==> config.mk <==
export PLATFORM = sky130hd
export DESIGN_NAME = sqvs_queue
export DESIGN_NICKNAME = d
export VERILOG_FILES = /design/src/rtl/sqvs_pkg.sv /design/src/rtl/sqvs_queue.sv
export SDC_FILE = /design/constraint.sdc
export NUM_CORES = 1
export LEC_CHECK = 0
export ABC_AREA = 1
export ABC_CLOCK_PERIOD_IN_PS = 31900
export BUFFER_PORTS_ARGS = -buffer_cell sky130_fd_sc_hd__buf_2
export CAP_MARGIN = 0
export CORE_AREA = 5 5 179 311
export CTS_CLUSTER_SIZE = 12
export DETAILED_ROUTE_END_ITERATION = 12
export DIE_AREA = 0 0 184 316
export SYNTH_ARGS = -nofsm -noshare
export SYNTH_HDL_FRONTEND = slang
export SYNTH_SLANG_ARGS = --single-unit
==> constraint.sdc <==
create_clock -name i_clk -period 31.9 [get_ports i_clk]
set_input_delay 6.38 -clock i_clk [delete_from_list [all_inputs] [get_ports i_clk]]
set_output_delay 6.38 -clock i_clk [all_outputs]
set_load 0.05 [all_outputs]
==> src/rtl/sqvs_pkg.sv <==
// shared types, constants and table functions for the sprite quad vertex setup block
`timescale 1ns / 1ps
package sqvs_pkg;

    localparam int SINE_TABLE_DEPTH_DEF = 256;
    localparam int COORD_FRAC_BITS_DEF  = 4;

    // divider geometry
    localparam int NUM_W   = 40;          // signed numerator width
    localparam int QUOT_W  = 17;          // quotient bits before saturation
    localparam int DIV_LAT = QUOT_W + 1;  // divider pipeline depth

    localparam int QUEUE_DEPTH = 2;
    localparam int VERTS       = 6;

    typedef enum logic [1:0] {
        REG_VP_W  = 2'd0,
        REG_VP_H  = 2'd1,
        REG_TEX_W = 2'd2,
        REG_TEX_H = 2'd3
    } t_reg_idx;

    typedef struct packed {
        logic [13:0] vp_w;
        logic [13:0] vp_h;
        logic [12:0] tex_w;
        logic [12:0] tex_h;
    } t_cfg;

    // classified sprite handed from front to back
    typedef struct packed {
        logic signed [15:0] sn;
        logic signed [15:0] cs;
        logic signed [17:0] w;
        logic signed [17:0] h;
        logic signed [19:0] cx;
        logic signed [19:0] cy;
        logic [16:0]        u0;
        logic [16:0]        u1;
        logic [16:0]        v0;
        logic [16:0]        v1;
        logic [31:0]        color;
    } t_sprite;

    // corner for each emitted vertex: 0,1,2,2,1,3
    function automatic logic [1:0] corner_of(input logic [2:0] idx);
        logic [1:0] c;
        unique case (idx)
            3'd0:    c = 2'd0;
            3'd1:    c = 2'd1;
            3'd2:    c = 2'd2;
            3'd3:    c = 2'd2;
            3'd4:    c = 2'd1;
            default: c = 2'd3;
        endcase
        return c;
    endfunction

    // sin of a quarter turn fraction r/16384, q14
    function automatic logic [15:0] quarter_sine(input logic [14:0] r);
        logic [63:0] x, x2, p, s;
        x  = 64'(r) << 16;
        x2 = (x * x) >> 30;
        p  = 64'd172272;
        p  = 64'd5026995    - ((x2 * p) >> 30);
        p  = 64'd85569306   - ((x2 * p) >> 30);
        p  = 64'd693598668  - ((x2 * p) >> 30);
        p  = 64'd1686629713 - ((x2 * p) >> 30);
        s  = (x * p) >> 30;
        s  = (s + 64'd32768) >> 16;
        if (s > 64'd16384) s = 64'd16384;
        return s[15:0];
    endfunction

    function automatic logic signed [15:0] sine_q14(input logic [15:0] a);
        logic [1:0]  q;
        logic [13:0] r;
        logic [15:0] v;
        q = a[15:14];
        r = a[13:0];
        v = q[0] ? quarter_sine(15'd16384 - 15'(r)) : quarter_sine(15'(r));
        return q[1] ? -signed'(v) : signed'(v);
    endfunction

endpackage

==> src/rtl/sqvs_queue.sv <==
// short sprite queue between front and back
`timescale 1ns / 1ps
module sqvs_queue import sqvs_pkg::*; (
    input  logic    i_clk,
    input  logic    i_rst_n,
    input  logic    i_push,
    input  t_sprite i_sprite,
    output logic    o_full,
    input  logic    i_pop,
    output logic    o_valid,
    output t_sprite o_sprite
);

    localparam int PW = $clog2(QUEUE_DEPTH);
    localparam int CW = $clog2(QUEUE_DEPTH + 1);

    t_sprite         r_mem [QUEUE_DEPTH];
    logic [PW-1:0]   r_wp;
    logic [PW-1:0]   r_rp;
    logic [CW-1:0]   r_cnt;
    logic            do_pop;

    assign o_full   = (r_cnt == CW'(QUEUE_DEPTH));
    assign o_valid  = (r_cnt != '0);
    assign o_sprite = r_mem[r_rp];
    assign do_pop   = i_pop && o_valid;

    always_ff @(posedge i_clk) begin
        if (!i_rst_n) begin
            r_wp  <= '0;
            r_rp  <= '0;
            r_cnt <= '0;
        end else begin
            if (i_push) begin
                r_wp <= (r_wp == PW'(QUEUE_DEPTH - 1)) ? '0 : r_wp + 1'b1;
            end
            if (do_pop) begin
                r_rp <= (r_rp == PW'(QUEUE_DEPTH - 1)) ? '0 : r_rp + 1'b1;
            end
            if (i_push && !do_pop) begin
                r_cnt <= r_cnt + 1'b1;
            end else if (do_pop && !i_push) begin
                r_cnt <= r_cnt - 1'b1;
            end
        end
    end

    always_ff @(posedge i_clk) begin
        if (i_push) begin
            r_mem[r_wp] <= i_sprite;
        end
    end

endmodule

Word level (Yosys, flattened, before mapping)
Memory sizes are Yosys's and may differ from the RTL's. A register that Yosys moved wholly into a read port is not among the register bits.
Cells that the tools add are included.
Storage, ports and cells
  register bits after elaboration: 4
  logic and storage cells: 24
  memories kept: 1
  RAM bits: 416
  bits of input ports: 212
  output and inout port bits: 210
Operators by class
  muxes and demuxes: 8
  equal/unequal tests: 1
  $add $sub $neg: 4
  reductions and logical operators: 7
Memory list
  r_mem: words 2, width 208, rd ports 1, clocked after Yosys merged registers in 1, write ports 1, RTL line sqvs_queue.sv:17  | t_sprite r_mem [QUEUE_DEPTH];
Operator list (count)
  1-bit 2-to-1 mux: 6
  2-bit 2-to-1 mux: 2
  2-bit nonzero test: 2
  1-bit logical AND: 3
  1-bit adder (second input constant): 2
  2-bit by 1-bit adder with 2-bit output (second input constant): 1
  2-bit == test (second input constant): 1
  1-bit zero test: 2
  2-bit by 1-bit subtractor with 2-bit output (second input constant): 1

Depth between registers and ports, before layout
Gate-level depths: netlist of the first run.
  word-level depth: 5
  mapped depth: 9
  mapped depth without buffers: 9

Worst setup path after synthesis of the first run
No wires, ideal clock.
  path type: in2reg
  start: input port i_push
  end: memory r_mem[0][0] (netlist bit) (enable)
  cell stages on the path: 2
  required time: 31.114 ns
  library setup time: 0.786 ns
  arrival time: 15.111 ns
  setup slack: 16.003 ns
  buffers on the path: 0
  path through: inv_1 > nor2_1
On the way
  cells in the longest elaborated chain, start to end: 2
RTL lines
  start, declared: RTL line sqvs_queue.sv:6  | input logic i_push,
  1-bit 2-to-1 mux: RTL line sqvs_queue.sv:49  | if (i_push) begin
  1-bit 2-to-1 mux (implied by the code): RTL line sqvs_queue.sv:50  | r_mem[r_wp] <= i_sprite;
  end, declared: RTL line sqvs_queue.sv:17
Every way passes these cells.

==> flow_summary.yaml, run 1 <==
drt:
  drc: 0
  ant_nets: 0
  num_vias: 7962
  drt_first_pass_iters: 4
  routed_wirelength_um: 36760
  routed_via_density: 4.325
  detail_route.wl_per_cell_um: 19.97
  drtIter0Drc: 328
logic_synthesis:
  synthCells: 683
  mappedNetlistArea_sq_mm: 0.01566
  seq_area_frac_synth_pct: 80.42
  synth.distinct_cells: 15
  synth_warnings: 0
  postSynthRegisterBits: 421
  syn_area_per_cell_sq_um: 22.92
  mapped_nets: 896
critical_path:
  timing.critical_path.slowest_cell_delay_ns: 0.84
  worst_ep_arrival_time_ns: 3.70
  cpLargestDelayFamily: "buffers and inverters"
  timing.critical_path.fanout_max: 59
  worst-path-buf-inv: 3
  cpMostUsedCell: "sky130_fd_sc_hd__buf_4"
  critPathLaunchType: "flip-flop"
  worstSetupEndpointType: "output port"
  timing.critical_path.required_ns: 25.52
  critical_path_class: "reg -> out"
  critPathSlowestCell: "sky130_fd_sc_hd__dfxtp_4"
  critical_path_cell_list: "buf_4, buf_4, mux2_2, buf_2"
floorplanning:
  initial_util_pct: 29.56
  die_y_um: 316
  placeableCoreArea_sq_mm: 0.05297
  floorplan.die_area_sq_mm: 0.05814
  die_w_um: 184
  floorplan.io_pins: 422
  row_count: 112
layout:
  syn_to_final_growth_pct: 25.98
  drive_gt1_share_pct: 59.86
  finalNetCount: 1346
  final_instance_count_without_filler_cells: 1841
  fillerInstances: 5002
sta:
  timing.slew.headroom_pct: 25.83
  rsz0062_at_grt: "false"
  layout_min_cycle_time_ns: 10.08
  report.final.setup_viol: 0
  tightest_slew_ns: 1.113
  final.period_utilization_pct: 31.60
  finalSetupTns_ns: 0
  achievable_freq_ghz: 0.09921
  finalHoldViolations: 0
  finalClockSkew_ns: 0.007781
  timing.final.max_slew_violations: 0
power_and_ir_drop:
  cellInternalPower_w: 0.0009850
  post-layout-total-power_w: 0.001374
  total_leakage_power_nw: 7.459
  worst_ir_drop_vdd_mv: 0.05686
  switch_share_pct: 28.33
  clockPowerShare_pct: 32.7
  power.share.combinational_pct: 19.7
  ratio_of_total_power_to_cell_area_mw_per_mm2: 69.67
  switching_power_w: 0.0003893
  pwr-share-seq_pct: 47.7
global_route:
  grt_pass1_wl_um: 52420
  via_count_of_the_first_global_routing_pass: 8782
  grt_usage_pct: 12.03
  globalRouteOverflowTotal: 0
  initial_antenna_violation_count: 14
  grt_max_degree: 103
clock_tree:
  htreeDepth: 2
  cts-root-to-sink-buffers: 3
  holdBufCountCts: 0
  clock_sink_count: 421
  cts-root-buf: "sky130_fd_sc_hd__clkbuf_16"
  cts_made_buffers: 42
  clk_pin_slew_ns: 0.06
  clock_insertion_delay_worst_skew_ns: 0.54
  cts_tree: "yes"
  setup_fix_buffers_added_after_clock_tree_synthesis: 0
  post_cts_resized: 0
min_path:
  min-delay-path-class: "reg -> reg"
run_status:
  run_status: "completed"
placement:
  dpl_cells: 1773
  gp_congestion: 0.7835
  numPortBuffers: 421
  place.detailed.hpwl_um: 26130
job:
  drv_cap: 0
[logic make-up (layout without fill, tap and decap cells)]
| logic type | Yosys count | after routing | synth area share (%) |
|---|---|---|---|
| compound gates | 3 | 3 | 0.1118 |
| fa+ha+maj | 1 | 1 | 0.07990 |
| buf+inv | 31 | 499 | 1.526 |
| flops | 421 | 421 | 80.42 |
| mux | 208 | 208 | 17.38 |
| other cells | 0 | 6 | 0 |
| simple gates | 19 | 19 | 0.4795 |
[through the flow]
stage                     hold WS [ns]  instance area, sq um  setup slack, ns  utilization, %
after detailed placement        0.4840                 18490            22.28           34.91
after global placement          0.4820                 18490            22.36           34.91
after CTS                       0.5119                 19710            21.68           37.21
final                           0.5014                 19730            21.82           37.24
after floorplan                 0.4669                 15660            16.00               -
after global routing            0.5789                 19720            21.58           37.23
[layout by cell type (no fill, tap or decap), types with 3 or more instances in the layout]
master and instances:
sky130_fd_sc_hd__dfxtp_1 4, sky130_fd_sc_hd__clkbuf_1 10, sky130_fd_sc_hd__clkbuf_16 45, sky130_fd_sc_hd__nor2_1 7
sky130_fd_sc_hd__diode_2 6, sky130_fd_sc_hd__clkinv_1 3, sky130_fd_sc_hd__nand2_1 9, sky130_fd_sc_hd__buf_4 8
sky130_fd_sc_hd__inv_1 7, sky130_fd_sc_hd__mux2_4 101, sky130_fd_sc_hd__mux2_2 107, sky130_fd_sc_hd__edfxtp_1 416
sky130_fd_sc_hd__clkinv_2 3, sky130_fd_sc_hd__buf_2 421
[synthesized netlist by cell type]
cell type,count,area [sq um]
sky130_fd_sc_hd__edfxtp_1,416,12490
sky130_fd_sc_hd__inv_1,8,30.03
sky130_fd_sc_hd__dfxtp_1,5,100.1
sky130_fd_sc_hd__nand4_1,1,6.260
sky130_fd_sc_hd__buf_6,15,168.9
sky130_fd_sc_hd__o21ai_0,1,5.000
sky130_fd_sc_hd__nand3_1,1,5.000
sky130_fd_sc_hd__mux2_4,101,1516
sky130_fd_sc_hd__buf_2,8,40.04
sky130_fd_sc_hd__a21oi_1,1,5.000
sky130_fd_sc_hd__nand2_1,9,33.78
sky130_fd_sc_hd__mux2_2,107,1205
sky130_fd_sc_hd__o21a_1,1,7.510
sky130_fd_sc_hd__ha_1,1,12.51
sky130_fd_sc_hd__nor2_1,8,30.03
[power by group through the flow]
stage               logic, W  registers, W  clock network, W
global route        0.000283      0.000657          0.000489
finish              0.000270      0.000655          0.000449
CTS                 0.000275      0.000655          0.000467
detailed placement  0.000274      0.000667                 0
floorplan           0.000218      0.000666                 0
global placement    0.000272      0.000666                 0
[sequential cells by signal, indices dropped and copies added, names as in the netlist, named ones only]
register	count
r_wp	1
r_cnt	2
r_rp	1
r_mem	416
[area by class of cell]
class / instances / area (sq um) / share of cell area (%)
clock buffer: 55 / 1164 / 5.899
antenna: 6 / 15.01 / 0.07612
tap: 684 / 855.8 / 4.339
inverter: 8 / 37.54 / 0.1903
sequential: 421 / 12600 / 63.86
clock inverter: 7 / 56.30 / 0.2854
multi-input combinational: 231 / 2834 / 14.37
timing repair buffer: 429 / 2167 / 10.99
[tightest hold or removal path: cells and delay by family, from the launching register on]
kind	cells	cell delay, ns
AND/OR/NAND/NOR	2	0.14
flip-flops	1	0.33
[routing by layer]
| metal | vias up | routed length [um] | global-route usage [%] |
|---|---|---|---|
| li1 | 3610 | - | - |
| met1 | 3891 | 11390 | 11.35 |
| met2 | 359 | 20230 | 22.37 |
| met3 | 90 | 3389 | 4.443 |
| met4 | 12 | 1671 | 6.139 |
| met5 | - | 80 | 0 |
[final timing paths]
check | startpoint | end | slack (ns) | depth (start not counted)
worst max-delay path | flip-flop | o_sprite[195] | 21.82 | 4
worst min-delay path | r_rp | flip-flop | 0.50 | 2
worst max register to register | r_wp | r_mem[0][53] | 29.37 | 3
worst min register to register | r_rp | flip-flop | 0.50 | 2
No activity file was read; power rests on OpenSTA's default activity.
==> run 2, diff against run 1 <==
Settings changed: ABC_AREA 1 to 0, ABC_CLOCK_PERIOD_IN_PS 31900 to 8800.
Clock period 31.9 ns to 8.8 ns, I/O delays scaled along.
==> run 2 against run 1 <==
Cell count shrank 0.43%. Non-clock buffer count shrank 2. Total power grew to 4.4 times the previous value. Synthesized cell count shrank 2.0%. Clock skew grew 0.0050 ns. Area after synthesis is essentially flat. Final area is essentially flat. Die area is the same. Routed wire length shrank 5.5%. Sequential share of layout area is essentially flat. Largest power group unchanged. Highest routed layer unchanged.
==> flow_summary.yaml, run 2 <==
min_path:
  hold_path.startpoint: "r_cnt[1]"
  timing.hold.worst_path_depth: 2
  min-delay-path-class: "reg -> reg"
  min_to: "r_cnt[1]"
logic_synthesis:
  synth.distinct_cells: 17
  async_flop_share_pct: 0
  synth_edf_count: 416
  mappedNetlistArea_sq_mm: 0.01564
  postSynthRegisterBits: 421
  synth_area_leaders: "sky130_fd_sc_hd__edfxtp_1, sky130_fd_sc_hd__mux2_4, sky130_fd_sc_hd__mux2_2"
  yosysTopAreaCellShare_pct: 79.86
  synthMostInstantiatedCell: "sky130_fd_sc_hd__edfxtp_1"
  synth_warnings: 0
  synth_top_area_cell: "sky130_fd_sc_hd__edfxtp_1"
  synthCells: 669
  syn_area_per_cell_sq_um: 23.38
  synth.cells.most_frequent: "sky130_fd_sc_hd__edfxtp_1, sky130_fd_sc_hd__mux2_2, sky130_fd_sc_hd__mux2_4, sky130_fd_sc_hd__buf_6, sky130_fd_sc_hd__buf_2"
  synth_top_flop_cell: "sky130_fd_sc_hd__edfxtp_1"
  seq_area_frac_synth_pct: 80.50
  mapped_nets: 882
clock_tree:
  cts_tree: "yes"
  clock_sink_count: 421
  setup_fix_buffers_added_after_clock_tree_synthesis: 0
  clock_insertion_delay_worst_skew_ns: 0.54
  post_cts_resized: 0
  holdBufCountCts: 0
  htreeDepth: 2
  cts-root-to-sink-buffers: 3
  cts_made_buffers: 42
  clk_pin_slew_ns: 0.06
  cts-root-buf: "sky130_fd_sc_hd__clkbuf_16"
floorplanning:
  floorplan.die_area_sq_mm: 0.05814
  row_count: 112
  die_y_um: 316
  die_w_um: 184
  floorplan.io_pins: 422
  initial_util_pct: 29.53
  placeableCoreArea_sq_mm: 0.05297
sta:
  worst_hold_slack_ns: 0.5317
  finalClockSkew_ns: 0.01275
  tightest_slew_ns: 1.163
  finalSetupTns_ns: 0
  achievable_freq_ghz: 0.2298
  worst_slack_ns: 4.448
  final.period_utilization_pct: 49.45
  timing.slew.headroom_pct: 22.47
  timing.final.max_slew_violations: 0
  layout_min_cycle_time_ns: 4.352
  report.final.setup_viol: 0
  rsz0062_at_grt: "false"
  finalHoldViolations: 0
drt:
  ant_nets: 0
  drtIter0Drc: 347
  route.layer.met1.wl_um: 11220
  num_vias: 7759
  routed_via_density: 4.233
  drc: 0
  met3RoutedLength_um: 3020
  maxUsedRoutingLayer: "met5"
  detail_route.wl_per_cell_um: 18.95
  met2WireLength_um: 19150
  drt_first_pass_iters: 4
  routed_wirelength_um: 34730
critical_path:
  critical_path_class: "reg -> out"
  timing.critical_path.fanout_max: 132
  worstSetupEndpointType: "output port"
  crit-reg2reg-launch: "r_wp"
  r2r-end: "r_mem[1][124]"
  cpLargestDelayFamily: "buffers and inverters"
  critPathSlowestCell: "sky130_fd_sc_hd__buf_12"
  worst-r2r-setup-slack_ns: 6.27
  timing.critical_path.required_ns: 7.04
  worst-path-buf-inv: 2
  critical_path_cell_list: "buf_12, mux2_2, buf_2"
  timing.critical_path.slowest_cell_delay_ns: 0.54
  critPathLaunchType: "flip-flop"
  worst_ep_arrival_time_ns: 2.59
  worstRegToRegCells: 2
placement:
  detailed_place.area_sq_mm: 0.01848
  gp_congestion: 0.7464
  numPortBuffers: 421
  place_worst_setup_slack_ns: 4.859
  place.detailed.hpwl_um: 24110
run_status:
  run_status: "completed"
global_route:
  grt_max_degree: 147
  grt_pass1_wl_um: 50410
  initial_antenna_violation_count: 14
  grt_usage_pct: 11.36
  globalRouteOverflowTotal: 0
  via_count_of_the_first_global_routing_pass: 8550
power_and_ir_drop:
  worst_ir_drop_vdd_mv: 0.1771
  clockPowerShare_pct: 26.9
  pwr-share-seq_pct: 39.4
  switch_share_pct: 35.43
  cellInternalPower_w: 0.003886
  ratio_of_total_power_to_cell_area_mw_per_mm2: 305.1
  switching_power_w: 0.002132
  total_leakage_power_nw: 7.394
  power.share.combinational_pct: 33.7
layout:
  syn_to_final_growth_pct: 26.08
  drive_gt1_share_pct: 60.26
  finalInstanceArea_sq_mm: 0.01972
  most_common_library_cell_in_the_layout_ignoring_fill_and_taps: "sky130_fd_sc_hd__buf_2"
  finalNetCount: 1330
  reg_top3: "r_mem (416), r_cnt (2)"
  max_flop_register: "r_mem"
  mostFrequentLayoutCells: "sky130_fd_sc_hd__buf_2, sky130_fd_sc_hd__edfxtp_1, sky130_fd_sc_hd__mux2_2"
  largest_register_ffs: 416
job:
  drv_cap: 0
-- run 2: logic make-up after synthesis --
logic type      Yosys count  share of synthesized area (%)
compound gates            4                         0.1599
xor+xnor                  3                         0.1680
fa+ha+maj                 1                        0.07997
buf+inv                  23                          1.336
flops                   421                          80.50
mux                     208                          17.40
simple gates              9                         0.3600
-- run 2: cell type report --
class / count / area [sq um]
fill: 4973 / 33250
tap: 684 / 855.8
sequential: 421 / 12600
timing repair buffer: 427 / 2177
clock inverter: 5 / 28.78
clock buffer: 62 / 1190
antenna: 9 / 22.52
multi-input combinational: 225 / 2851
-- run 2: through the flow --
step           std cells  utilization [%]  total power [W]
2_1_floorplan        669                -         0.004092
3_3_place_gp        1757            34.89         0.004458
3_5_place_dp        1757            34.89         0.004472
4_1_cts             1824            37.19         0.006124
5_1_grt             1830            37.22         0.006263
6_report            1833            37.23         0.006018
-- run 2: how the worst max path moves through the flow --
stage / cells past startpoint / endpoint / slack (ns) / from
3_3_place_gp: 3 / r_mem[1][172] / 4.88 / i_push
6_report: 3 / o_sprite[199] / 4.45 / flip-flop
5_1_grt: 3 / o_sprite[22] / 4.35 / flip-flop
4_1_cts: 3 / o_sprite[3] / 4.39 / flip-flop
3_5_place_dp: 3 / r_mem[1][187] / 4.86 / i_push
2_1_floorplan: 1 / r_mem[0][0] / 1.17 / i_push
-- run 2: metal layers --
metal,vias to the layer above,track usage [%]
met5,-,0
met4,2,5.651
met3,69,3.729
met2,296,21.20
met1,3820,11.04
li1,3572,-
-- run 2: power by group through the flow --
stage | sequential [W] | clock (W) | combinational [W]
after floorplan | 0.00241 | 0 | 0.00168
after global placement | 0.00241 | 0 | 0.00205
after detailed placement | 0.00242 | 0 | 0.00206
after CTS | 0.00237 | 0.00169 | 0.00206
after global routing | 0.00238 | 0.00177 | 0.00211
final | 0.00237 | 0.00162 | 0.00203
-- run 2: worst register-to-register path, stage by stage (launching register included) --
cell,delay [ns]
sky130_fd_sc_hd__dfxtp_1,0.39
sky130_fd_sc_hd__and2_4,0.78
sky130_fd_sc_hd__buf_12,0.53
