$ cat src/rtl/sqvs_pkg.sv
// shared types, constants and table functions for the sprite quad vertex setup block
`timescale 1ns / 1ps
package sqvs_pkg;

    localparam int SINE_TABLE_DEPTH_DEF = 256;
    localparam int COORD_FRAC_BITS_DEF  = 4;

    // divider geometry
    localparam int NUM_W   = 40;          // signed numerator width
    localparam int QUOT_W  = 17;          // quotient bits before saturation
    localparam int DIV_LAT = QUOT_W + 1;  // divider pipeline depth

    localparam int QUEUE_DEPTH = 2;
    localparam int VERTS       = 6;

    typedef enum logic [1:0] {
        REG_VP_W  = 2'd0,
        REG_VP_H  = 2'd1,
        REG_TEX_W = 2'd2,
        REG_TEX_H = 2'd3
    } t_reg_idx;

    typedef struct packed {
        logic [13:0] vp_w;
        logic [13:0] vp_h;
        logic [12:0] tex_w;
        logic [12:0] tex_h;
    } t_cfg;

    // classified sprite handed from front to back
    typedef struct packed {
        logic signed [15:0] sn;
        logic signed [15:0] cs;
        logic signed [17:0] w;
        logic signed [17:0] h;
        logic signed [19:0] cx;
        logic signed [19:0] cy;
        logic [16:0]        u0;
        logic [16:0]        u1;
        logic [16:0]        v0;
        logic [16:0]        v1;
        logic [31:0]        color;
    } t_sprite;

    // corner for each emitted vertex: 0,1,2,2,1,3
    function automatic logic [1:0] corner_of(input logic [2:0] idx);
        logic [1:0] c;
        unique case (idx)
            3'd0:    c = 2'd0;
            3'd1:    c = 2'd1;
            3'd2:    c = 2'd2;
            3'd3:    c = 2'd2;
            3'd4:    c = 2'd1;
            default: c = 2'd3;
        endcase
        return c;
    endfunction

    // sin of a quarter turn fraction r/16384, q14
    function automatic logic [15:0] quarter_sine(input logic [14:0] r);
        logic [63:0] x, x2, p, s;
        x  = 64'(r) << 16;
        x2 = (x * x) >> 30;
        p  = 64'd172272;
        p  = 64'd5026995    - ((x2 * p) >> 30);
        p  = 64'd85569306   - ((x2 * p) >> 30);
        p  = 64'd693598668  - ((x2 * p) >> 30);
        p  = 64'd1686629713 - ((x2 * p) >> 30);
        s  = (x * p) >> 30;
        s  = (s + 64'd32768) >> 16;
        if (s > 64'd16384) s = 64'd16384;
        return s[15:0];
    endfunction

    function automatic logic signed [15:0] sine_q14(input logic [15:0] a);
        logic [1:0]  q;
        logic [13:0] r;
        logic [15:0] v;
        q = a[15:14];
        r = a[13:0];
        v = q[0] ? quarter_sine(15'd16384 - 15'(r)) : quarter_sine(15'(r));
        return q[1] ? -signed'(v) : signed'(v);
    endfunction

endpackage

$ cat src/rtl/sqvs_front.sv
// front: accepts sprite requests, looks up sine and cosine, precomputes centers
`timescale 1ns / 1ps
module sqvs_front import sqvs_pkg::*; #(
    parameter int SINE_TABLE_DEPTH = SINE_TABLE_DEPTH_DEF
) (
    input  logic               i_clk,
    input  logic               i_rst_n,
    input  logic               i_start,
    output logic               o_busy,
    input  logic signed [17:0] i_pos_x,
    input  logic signed [17:0] i_pos_y,
    input  logic signed [17:0] i_rect_width,
    input  logic signed [17:0] i_rect_height,
    input  logic [31:0]        i_color_rgba,
    input  logic [15:0]        i_rotation,
    input  logic [15:0]        i_src_x,
    input  logic [15:0]        i_src_y,
    input  logic [15:0]        i_src_width,
    input  logic [15:0]        i_src_height,
    input  logic               i_q_full,
    output logic               o_push,
    output t_sprite            o_sprite
);

    localparam int IDX_W  = (SINE_TABLE_DEPTH > 1) ? $clog2(SINE_TABLE_DEPTH) : 1;
    localparam int PROD_W = 16 + IDX_W + 1;

    typedef logic signed [15:0] t_tab [SINE_TABLE_DEPTH];

    function automatic t_tab make_tab(input bit cosine);
        t_tab        t;
        logic [15:0] a;
        for (int k = 0; k < SINE_TABLE_DEPTH; k++) begin
            a = 16'((longint'(k) * 65536) / SINE_TABLE_DEPTH);
            t[k] = sine_q14(cosine ? a + 16'd16384 : a);
        end
        return t;
    endfunction

    localparam t_tab SIN_TAB = make_tab(1'b0);
    localparam t_tab COS_TAB = make_tab(1'b1);

    logic              r_valid;
    t_sprite           r_sprite;
    logic              accept;
    logic [PROD_W-1:0] prod;
    logic [IDX_W-1:0]  k;
    t_sprite           n_sprite;

    assign o_busy = r_valid && i_q_full;
    assign accept = i_start && !o_busy;
    assign o_push = r_valid && !i_q_full;
    assign o_sprite = r_sprite;

    always_comb begin
        prod = PROD_W'(i_rotation) * PROD_W'(SINE_TABLE_DEPTH);
        k    = prod[16 +: IDX_W];
        n_sprite.sn    = SIN_TAB[k];
        n_sprite.cs    = COS_TAB[k];
        n_sprite.w     = i_rect_width;
        n_sprite.h     = i_rect_height;
        n_sprite.cx    = (20'(i_pos_x) <<< 1) + 20'(i_rect_width);
        n_sprite.cy    = (20'(i_pos_y) <<< 1) + 20'(i_rect_height);
        n_sprite.u0    = 17'(i_src_x);
        n_sprite.u1    = 17'(i_src_x) + 17'(i_src_width);
        n_sprite.v0    = 17'(i_src_y);
        n_sprite.v1    = 17'(i_src_y) + 17'(i_src_height);
        n_sprite.color = i_color_rgba;
    end

    always_ff @(posedge i_clk) begin
        if (!i_rst_n) begin
            r_valid <= 1'b0;
        end else if (accept) begin
            r_valid <= 1'b1;
        end else if (o_push) begin
            r_valid <= 1'b0;
        end
    end

    always_ff @(posedge i_clk) begin
        if (accept) begin
            r_sprite <= n_sprite;
        end
    end

endmodule

$ cat config.mk
export PLATFORM = sky130hd
export DESIGN_NAME = sqvs_front
export DESIGN_NICKNAME = d
export VERILOG_FILES = /design/src/rtl/sqvs_pkg.sv /design/src/rtl/sqvs_front.sv
export SDC_FILE = /design/constraint.sdc
export NUM_CORES = 1
export LEC_CHECK = 0
export ABC_CLOCK_PERIOD_IN_PS = 12600
export BUFFER_PORTS_ARGS = -buffer_cell sky130_fd_sc_hd__buf_4
export CAP_MARGIN = 0
export CORE_ASPECT_RATIO = 0.7
export CORE_UTILIZATION = 25
export DETAILED_ROUTE_END_ITERATION = 10
export GPL_TIMING_DRIVEN = 0
export PLACE_DENSITY = 0.44
export SETUP_SLACK_MARGIN = 0.4
export SYNTH_ARGS = -nofsm -noshare
export SYNTH_HDL_FRONTEND = slang
export SYNTH_SLANG_ARGS = --single-unit
$ cat constraint.sdc
create_clock -name i_clk -period 12.6 [get_ports i_clk]
set_clock_uncertainty 0.1 [all_clocks]
set_input_delay 3.15 -clock i_clk [delete_from_list [all_inputs] [get_ports i_clk]]
set_output_delay 3.15 -clock i_clk [all_outputs]
set_load 0.02 [all_outputs]
# ---- Word-level counts from Yosys, hierarchy flattened
# Memories as Yosys holds them, arrays and structs flattened. A register that Yosys moved wholly into a read port is not among the register bits.
# Index checks and enable logic that the tools add are counted.
dict set report totals {
  romBits 8192
  memories 2
  output_inout_bits 210
  ff_bits 175
  elab_cells 25
}
dict set report op_classes {
  n_bitwise 1
  addsub 4
  n_mux 2
  reduce_logical 6
}
# name depth word_bits rd rd_ports_with_merged_regs wr line
set memory_table {}
lappend memory_table {{(no name shown)} 256 16 1 1 0 sqvs_front.sv:59} ;# n_sprite.cs = COS_TAB[k];
lappend memory_table {{(no name shown)} 256 16 1 1 0 sqvs_front.sv:58} ;# n_sprite.sn = SIN_TAB[k];
# cell n
set ops {}
lappend ops {{$add 19x18->20} 2}
lappend ops {{$add 16x16->17} 2}
lappend ops {{$not 8->9} 1}
lappend ops {{$logic_and 1x1->1} 3}
lappend ops {{$logic_not 1->1} 2}
lappend ops {{$mux 1} 2}
lappend ops {{$reduce_bool 2->1} 1}

# ---- Longest topological paths before layout
# Gate-level depths: netlist (run 1).
dict set report depth {
  ltp_word 4
  depth_mapped 13
  mapped_depth_nobuf 10
}

# ---- Worst setup path before layout (run 1)
# No wires, ideal clock.
dict set report synth_timing {
  path_type {input to register}
  start {input i_q_full}
  end {register r_sprite, in the netlist o_sprite[0] (enable)}
  t_arrival_ns 12.317
  stages 2
  slack_ns -0.609
  n_path_buf 0
  path_cell_list {and2_1 > nor2b_1}
}
dict set report synth_between {
  elab_chain_len 3
}
# item line
set synth_lines {}
lappend synth_lines {{start, declared} sqvs_front.sv:20} ;# input logic i_q_full,
lappend synth_lines {{$logic_and 1x1->1} sqvs_front.sv:50} ;# assign o_busy = r_valid && i_q_full;
lappend synth_lines {{$logic_not 1->1} sqvs_front.sv:51} ;# assign accept = i_start && !o_busy;
lappend synth_lines {{$logic_and 1x1->1} sqvs_front.sv:51}
lappend synth_lines {{via accept} sqvs_front.sv:45} ;# logic accept;
lappend synth_lines {{end signal, assigned} sqvs_front.sv:83} ;# r_sprite <= n_sprite;
lappend synth_lines {{end, declared} sqvs_front.sv:44} ;# t_sprite r_sprite;
# The timed path passes the listed nets, and every way through them passes these cells.
# A chain may end at the register's enable or synchronous reset.

# ---- Final worst setup path (run 1)
dict set report layout_timing {
  start {input i_rotation[8]}
  end {register o_sprite[200] (netlist name)}
}
dict set report layout_between {
  elab_chain_len 1
}
# item line
set layout_lines {}
lappend layout_lines {{start, declared} sqvs_front.sv:15} ;# input logic [15:0] i_rotation,
lappend layout_lines {{$not 8->9 (implied by the code)} sqvs_front.sv:58}
# Every way passes these cells.

==> summary.md, run 1 <==
| Metric | Value |
|---|---|
| Die Wd | `284 um` |
| Worst hold path depth | `2` |
| Root Buffer | `clkbuf_16` |
| First-pass GRT wire length | `~110000 um` |
| Max Cap Viol | `1` |
| First-pass detailed-route iteration total | `5` |
| Synth Register Bits | `~210` |
| Fin cells | `roughly 2600` |
| Critical Path Start Type | `input port` |
| Hold WC Path Type | `flop to flop` |
| Slew headroom | `about 1.4%` |
| Cells after Synth | `1404` |
| Vias in the first global route | `roughly 13000` |
| FILL cells | `roughly 5700` |
| Starting Density | `25.6%` |
| Yosys warning count | `0` |
| Core ar. | `around 54000 sq um` |
| Mapped cell area | `~14000 sq um` |
| WP data required | `roughly 13 ns` |
| Sink Count | `between 200 and 250` |
| Fin crit share | `between 60% and 70%` |
| Kind of critical path | `input port to flop` |
| FP Rows | `71` |
| Remaining routing DRC violations | `0` |
| Reg2Reg Depth | `6` |
| Synthesis-to-layout area growth | `33.5%` |
| Die span in y | `~200 um` |
| Fmax | `between 0.1 and 0.15 GHz` |
| Peak supply drop | `0.0765 mV` |
| Initial antenna violation count | `3` |
| Post-synthesis sequential area ratio | `between 40% and 50%` |
| Worst Tran Pin Value | `between 1 and 1.5 ns` |
| Gr usage total | `between 20 and 30%` |
| Leakage power | `7.48 nW` |
| Largest net degree at the start of global routing | `35` |
| Post-route ant nets | `0` |
| Hold Fails Final Rpt | `0` |
| Distinct cells, synth | `78` |
| Total number of vias | `approximately 14000` |
| Worst Setup End Kind | `flop` |
| Hold Slack | `around 0.62 ns` |
| Avg Cell Area, Syn | `between 9 and 10 sq um` |
| Main flop type after synthesis | `edfxtp_1` |
| Nets | `2096` |
| DRT Wirelength | `about 84000 um` |
| GRT overflow | `0` |
| Dpl cell area | `between 15000 and 20000 sq um` |
| Final HPWL DP | `around 66000 um` |
| # H-tree levels | `1` |
| Die area | `56600 sq um` |
| Clock-pin slew on the worst setup and hold paths | `approximately 0.060 ns` |
| Iter 0 DRT Violations | `around 1700` |
| Worst skew pair latency | `approximately 0.52 ns` |
| Share of flip-flops with an asynchronous set or reset | `0%` |
| Pwr Density | `roughly 120 nW/um^2` |
| CTS tree | `yes` |
| Post-CTS Repair Setup Buffers | `0` |
| TritonCTS buffer count | `23` |
| Setup tns final | `0 ns` |
| Final min period | `approximately 8.2 ns` |
| # port buffers | `384` |
| Post-CTS Resized | `0` |
| Final instance area | `about 19000 sq um` |
| CTS Buffer Depth | `3` |
| WP data arrival | `about 8.4 ns` |
| Dpl cells | `around 2500` |
| Final worst setup slack | `4.39 ns` |
| Dpl ws | `4.24 ns` |
| Critical path fanouts, max | `12` |
| Finish-stage setup viols | `0` |
| Status | `finished, violations left` |
| Final Total Pwr | `2.23 mW` |
| Final core occ | `34.2%` |
| Io pins | `398` |
| Max-slew violation count | `0` |
| EDFF count, synth | `~200` |
| # hold bufs at CTS | `0` |
| Via density per instance | `5.53` |
| RSZ-0062 raised after global routing | `false` |
| Ratio of cells with drive above 1 in the final layout | `about 28%` |
| GPL Wtd Cong | `slightly above 1` |
| Violated checks | `capacitance limit` |
| DR WL/cell | `32.6 um` |
-- flip-flops by register name (all words and copies together), names as in the netlist --
name      flops
o_sprite    204
r_valid       1
-- cell families (layout without fill, tap and decap cells) --
group / Yosys count / count (layout) / share of synthesized area [%]
flip-flops: 205 / 205 / 44.2
adder cells (fa/ha/maj): 88 / 88 / 8.11
buffers and inverters: 125 / 557 / 4.04
XOR/XNOR: 56 / 56 / 3.52
AND/OR/NAND/NOR: 395 / 395 / 13.3
multiplexers: 43 / 43 / 3.74
AO/OA/AOI/OAI: 491 / 491 / 23.1
other: 1 / 3 / 0.0269
-- synth_stat cells (11+ instances only) --
cell | number | area share (%)
edfxtp_1 | 204 | 44
a21oi_1 | 137 | 4.9
nor2_1 | 110 | 3.0
nand2_1 | 107 | 2.9
o21ai_0 | 104 | 3.7
ha_1 | 83 | 7.5
clkbuf_1 | 45 | 1.2
buf_2 | 41 | 1.5
xnor2_1 | 41 | 2.6
nand3_1 | 36 | 1.3
nor3_1 | 34 | 1.2
nand2b_1 | 33 | 1.5
nor2b_1 | 29 | 1.3
a21o_1 | 26 | 1.4
o211ai_1 | 26 | 1.4
a31oi_1 | 25 | 1.1
mux2i_1 | 25 | 1.8
inv_1 | 21 | 0.57
a211oi_1 | 20 | 1.1
o21a_1 | 19 | 1.0
xor2_1 | 15 | 0.94
a311oi_1 | 13 | 0.82
o22ai_1 | 13 | 0.58
mux2_2 | 12 | 0.97
buf_4 | 11 | 0.59
-- worst paths after layout --
kind	start	to	slack [ns]
setup / recovery	i_rotation[8]	o_sprite[200]	4.39
hold / removal	r_valid	r_valid	0.62
setup reg to reg	r_valid	o_sprite[11]	10.24
hold reg to reg	r_valid	r_valid	0.62
-- area by class of cell --
class	instances	area, sq um	share of cell area (%)
antenna	1	2.50	0.0135
buffer	101	472	2.54
clock buffer	30	602	3.24
clock inverter	11	96.3	0.519
inverter	24	90.1	0.485
multi-input combinational	1075	7220	38.9
sequential	205	6150	33.1
tap	730	913	4.92
timing repair buffer	391	3030	16.3
-- power by group --
group	internal [mW]	total [mW]	switching (mW)
sequential	0.832	0.850	0.0176
clock	0.360	0.644	0.284
combinational	0.263	0.736	0.473
-- critical path, stage by stage --
cell and delay, ns:
buf_4 0.22, clkbuf_1 0.71, inv_1 0.63, ha_1 0.49, buf_2 0.28, clkbuf_1 0.82, nand2_1 0.17, a21oi_1 0.20
nor2_1 0.06, a2111oi_1 1.08, mux2i_1 0.18, mux2_2 0.33
-- per-layer routing --
layer	vias up	wire length [um]	track usage, %
met5	-	0	0
met4	0	1290	4.26
met3	86	9660	10.8
met2	780	34200	40.0
met1	7171	38600	41.1
li1	6169	-	-
-- placed cells by master, fill, tap and decap left out, types with 6 or more instances in the layout --
master,netlist,layout
mux2i_1,25,25
a211o_1,9,9
buf_12,0,6
nor3_1,34,34
a21oi_1,137,137
a31oi_1,25,25
nor2_1,110,110
edfxtp_1,204,204
a21boi_0,10,10
or3_1,6,6
o31ai_1,6,6
nor2b_1,29,28
or2_2,10,10
xnor2_1,41,41
clkbuf_1,45,52
a211oi_1,20,20
buf_4,11,395
a311oi_1,13,13
buf_2,41,41
o311ai_0,10,10
o21a_1,19,19
inv_1,21,21
o211ai_1,26,26
ha_1,83,83
nand2b_1,33,33
and2_1,10,10
mux4_2,6,6
nand3_1,36,36
a21o_1,26,26
xor2_1,15,15
clkbuf_16,0,23
nand2_1,107,107
o21bai_1,6,6
mux2_2,12,12
o21ai_0,104,103
o22ai_1,13,13
o221ai_1,8,8
Power figures use the tool's default switching activity.
==> run 2, diff against run 1 <==
--- a/config.mk
+++ b/config.mk
@@ -5,14 +5,15 @@
 export SDC_FILE = /design/constraint.sdc
 export NUM_CORES = 1
 export LEC_CHECK = 0
-export ABC_CLOCK_PERIOD_IN_PS = 12600
+export ABC_AREA = 1
+export ABC_CLOCK_PERIOD_IN_PS = 7900
 export BUFFER_PORTS_ARGS = -buffer_cell sky130_fd_sc_hd__buf_4
 export CAP_MARGIN = 0
 export CORE_ASPECT_RATIO = 0.7
 export CORE_UTILIZATION = 25
 export DETAILED_ROUTE_END_ITERATION = 10
 export GPL_TIMING_DRIVEN = 0
-export PLACE_DENSITY = 0.44
+export PLACE_DENSITY = 0.42
 export SETUP_SLACK_MARGIN = 0.4
 export SYNTH_ARGS = -nofsm -noshare
 export SYNTH_HDL_FRONTEND = slang
==> constraint.sdc (replaced) <==
create_clock -name i_clk -period 7.9 [get_ports i_clk]
set_clock_uncertainty 0.1 [all_clocks]
set_input_delay 1.975 -clock i_clk [delete_from_list [all_inputs] [get_ports i_clk]]
set_output_delay 1.975 -clock i_clk [all_outputs]
set_load 0.02 [all_outputs]
==> summary.md, run 2 <==
| Metric | Value |
|---|---|
| Worst skew pair latency | `about 0.54 ns` |
| Family with the most delay on the worst path | `buffers and inverters` |
| Slew headroom | `about 30%` |
| Synth Register Bits | `205` |
| CTS tree | `yes` |
| Post-CTS Repair Setup Buffers | `0` |
| Pint | `2.36 mW` |
| Vias in the first global route | `14400` |
| Area occupied by multi-input gates | `approximately 6900 sq um` |
| Hold Slack | `approximately 0.4 ns` |
| # port buffers | `between 300 and 400` |
| Mapped cell area | `roughly 14000 sq um` |
| Main flop type after synthesis | `edfxtp_1` |
| Synth area leaders | `edfxtp_1 44%, nand2_1 17%, ha_1 7.5%` |
| TritonCTS buffer count | `26` |
| Kind of critical path | `input port to flop` |
| CP Capture Point | `o_sprite[176]` |
| Crit path depth | `14` |
| # hold bufs at CTS | `0` |
| First-pass GRT wire length | `around 110000 um` |
| Final HPWL DP | `roughly 62000 um` |
| Core ar. | `between 50000 and 60000 sq um` |
| Synthesis-to-layout area growth | `34.3%` |
| WP data arrival | `5.54 ns` |
| Via density per instance | `about 5.0` |
| CTS Buffer Depth | `3` |
| Critical Path Slowest Stage Cell | `a21oi_1` |
| Commonest cells after routing, fill and taps aside | `645 x nand2_1, 396 x buf_4, 204 x edfxtp_1` |
| Largest net degree at the start of global routing | `34` |
| CP most frequent cell | `nand2_1` |
| Pwr Density | `approximately 190 nW/um^2` |
| Status | `completed` |
| Register area | `~6000 sq um` |
| RR Startpoint | `r_valid` |
| Die area | `around 57000 sq um` |
| Dpl ws | `2.42 ns` |
| Yosys warning count | `0` |
| DRT Wirelength | `about 76000 um` |
| Final worst setup slack | `around 2.7 ns` |
| Nets | `2462` |
| Leakage power | `approximately 9 nW` |
| First-pass detailed-route iteration total | `6` |
| Die Wd | `between 200 and 300 um` |
| Remaining routing DRC violations | `0` |
| Sw power | `between 1 and 1.5 mW` |
| Synth cell count leaders | `645 x nand2_1, 204 x edfxtp_1, 203 x nand3_1` |
| FILL cells | `5883` |
| Max Cap Viol | `0` |
| # H-tree levels | `1` |
| Worst reg2reg setup slack | `5.36 ns` |
| Worst r2r dst | `o_sprite[179]` |
| Sink Count | `just over 200` |
| Root Buffer | `clkbuf_16` |
| Share of flip-flops with an asynchronous set or reset | `0%` |
| GPL Wtd Cong | `1.01` |
| Max-slew violation count | `0` |
| Initial antenna violation count | `5` |
| Worst Setup End Kind | `flop` |
| CP peak stage delay | `just under 0.6 ns` |
| Io pins | `about 400` |
| Final min period | `5.24 ns` |
| Sw Share | `between 30% and 40%` |
| Fin cells | `between 2000 and 3000` |
| GRT overflow | `0` |
| Most numerous cell in the Yosys netlist | `nand2_1` |
| Register share of total power | `around 38%` |
| Peak supply drop | `around 0.15 mV` |
| Starting Density | `around 26%` |
| CP Cell Sequence | `buf_4, buf_2, inv_1, ha_1, nand2_1, buf_2, nand2_1, a21oi_1, nand2_1, nand3_1, nand3_1, inv_1, nand2_1, nand2_1` |
| Total number of vias | `14600` |
| Cells after Synth | `1765` |
| Clock-pin slew on the worst setup and hold paths | `0.06 ns` |
| Fin crit share | `between 60% and 70%` |
| Gr usage total | `a little over a quarter` |
| Post-synthesis sequential area ratio | `between 40% and 50%` |
| Yosys top cell area share | `between 40 and 50%` |
| Commonest non-fill, non-tap cell in the layout | `nand2_1` |
| FP Rows | `71` |
| Crit path launch | `i_rotation[9]` |
| Fmax | `0.191 GHz` |
| Hold WC Path Type | `flop to flop` |
| Critical path fanouts, max | `13` |
| Critical Path Start Type | `input port` |
| Post-route ant nets | `0` |
| RSZ-0062 raised after global routing | `false` |
| Dpl cells | `between 2000 and 3000` |
| Finish-stage setup viols | `0` |
| Max reg flops | `204` |
| Buf/Inv on CP | `5` |
| Synth area leader | `edfxtp_1` |
| Clock power share | `between 30% and 40%` |
| Ratio of cells with drive above 1 in the final layout | `between 20% and 30%` |
| Worst Tran Pin Value | `roughly 1.1 ns` |
| Iter 0 DRT Violations | `1415` |
| EDFF count, synth | `between 200 and 250` |
| Antenna cells | `0` |
| DR WL/cell | `roughly 26 um` |
| Final Total Pwr | `between 3 and 4 mW` |
| Die span in y | `199 um` |
| Reg2Reg Depth | `8` |
| Hold Fails Final Rpt | `0` |
| Setup tns final | `0 ns` |
| WP data required | `roughly 8 ns` |
| Avg Cell Area, Syn | `approximately 7.9 sq um` |
| Distinct cells, synth | `between 40 and 50` |
| Post-CTS Resized | `0` |
| Logic pwr share | `30.8%` |
run 2: worst min path at each step:
stage	endpoint	depth (start not counted)	from
3_3_place_gp	r_valid	2	r_valid
4_1_cts	r_valid	2	r_valid
6_report	r_valid	2	r_valid
3_5_place_dp	r_valid	2	r_valid
5_1_grt	r_valid	2	r_valid
2_1_floorplan	r_valid	2	r_valid
run 2: area by class of cell:
cell class / count / area share (%)
Clock buffer: 30 / 3.57
Sequential cell: 205 / 32.9
Multi-Input combinational cell: 1369 / 37.1
Clock inverter: 14 / 0.724
Inverter: 133 / 2.69
Tap cell: 730 / 4.89
Buffer: 59 / 1.75
Timing Repair Buffer: 393 / 16.3
run 2: power groups by stage:
stage / combinational (mW) / clock (mW) / sequential [mW]
final: 1.11 / 1.13 / 1.35
after global routing: 1.19 / 1.21 / 1.36
after CTS: 1.10 / 1.17 / 1.35
after detailed placement: 1.09 / 0 / 1.38
after global placement: 1.09 / 0 / 1.38
after floorplan: 0.452 / 0 / 1.50
run 2: cells by family after synthesis:
group / Yosys count / synth area share [%]
simple gates: 1034 / 30.9
buf+inv: 192 / 5.96
flops: 205 / 44.2
compound gates: 200 / 7.91
xor+xnor: 46 / 2.90
other cells: 1 / 0.0270
fa+ha+maj: 87 / 8.05
run 2: metrics by stage:
| stage | area [sq um] | util [%] |
|---|---|---|
| finish | 18700 | 34.4 |
| detailed placement | 17900 | 32.9 |
| global placement | 17700 | 32.6 |
| CTS | 18700 | 34.4 |
| floorplan | 13900 | - |
| global route | 18700 | 34.4 |
run 2: worst register-to-register path: stages (launching register included):
cell and delay (ns):
dfxtp_1 0.32, nand2_1 0.07, inv_1 0.08, nor2_4 0.45, buf_12 0.27, buf_12 0.23, buf_12 0.24, buf_12 0.23
buf_12 0.23
run 2: layer usage:
layer	GRT usage, %	part of all wire, %	wire [um]
met5	0	0	0
met4	5.69	2.1	1580
met3	7.97	9.7	7400
met2	37.3	40	30700
met1	38.5	48	36800
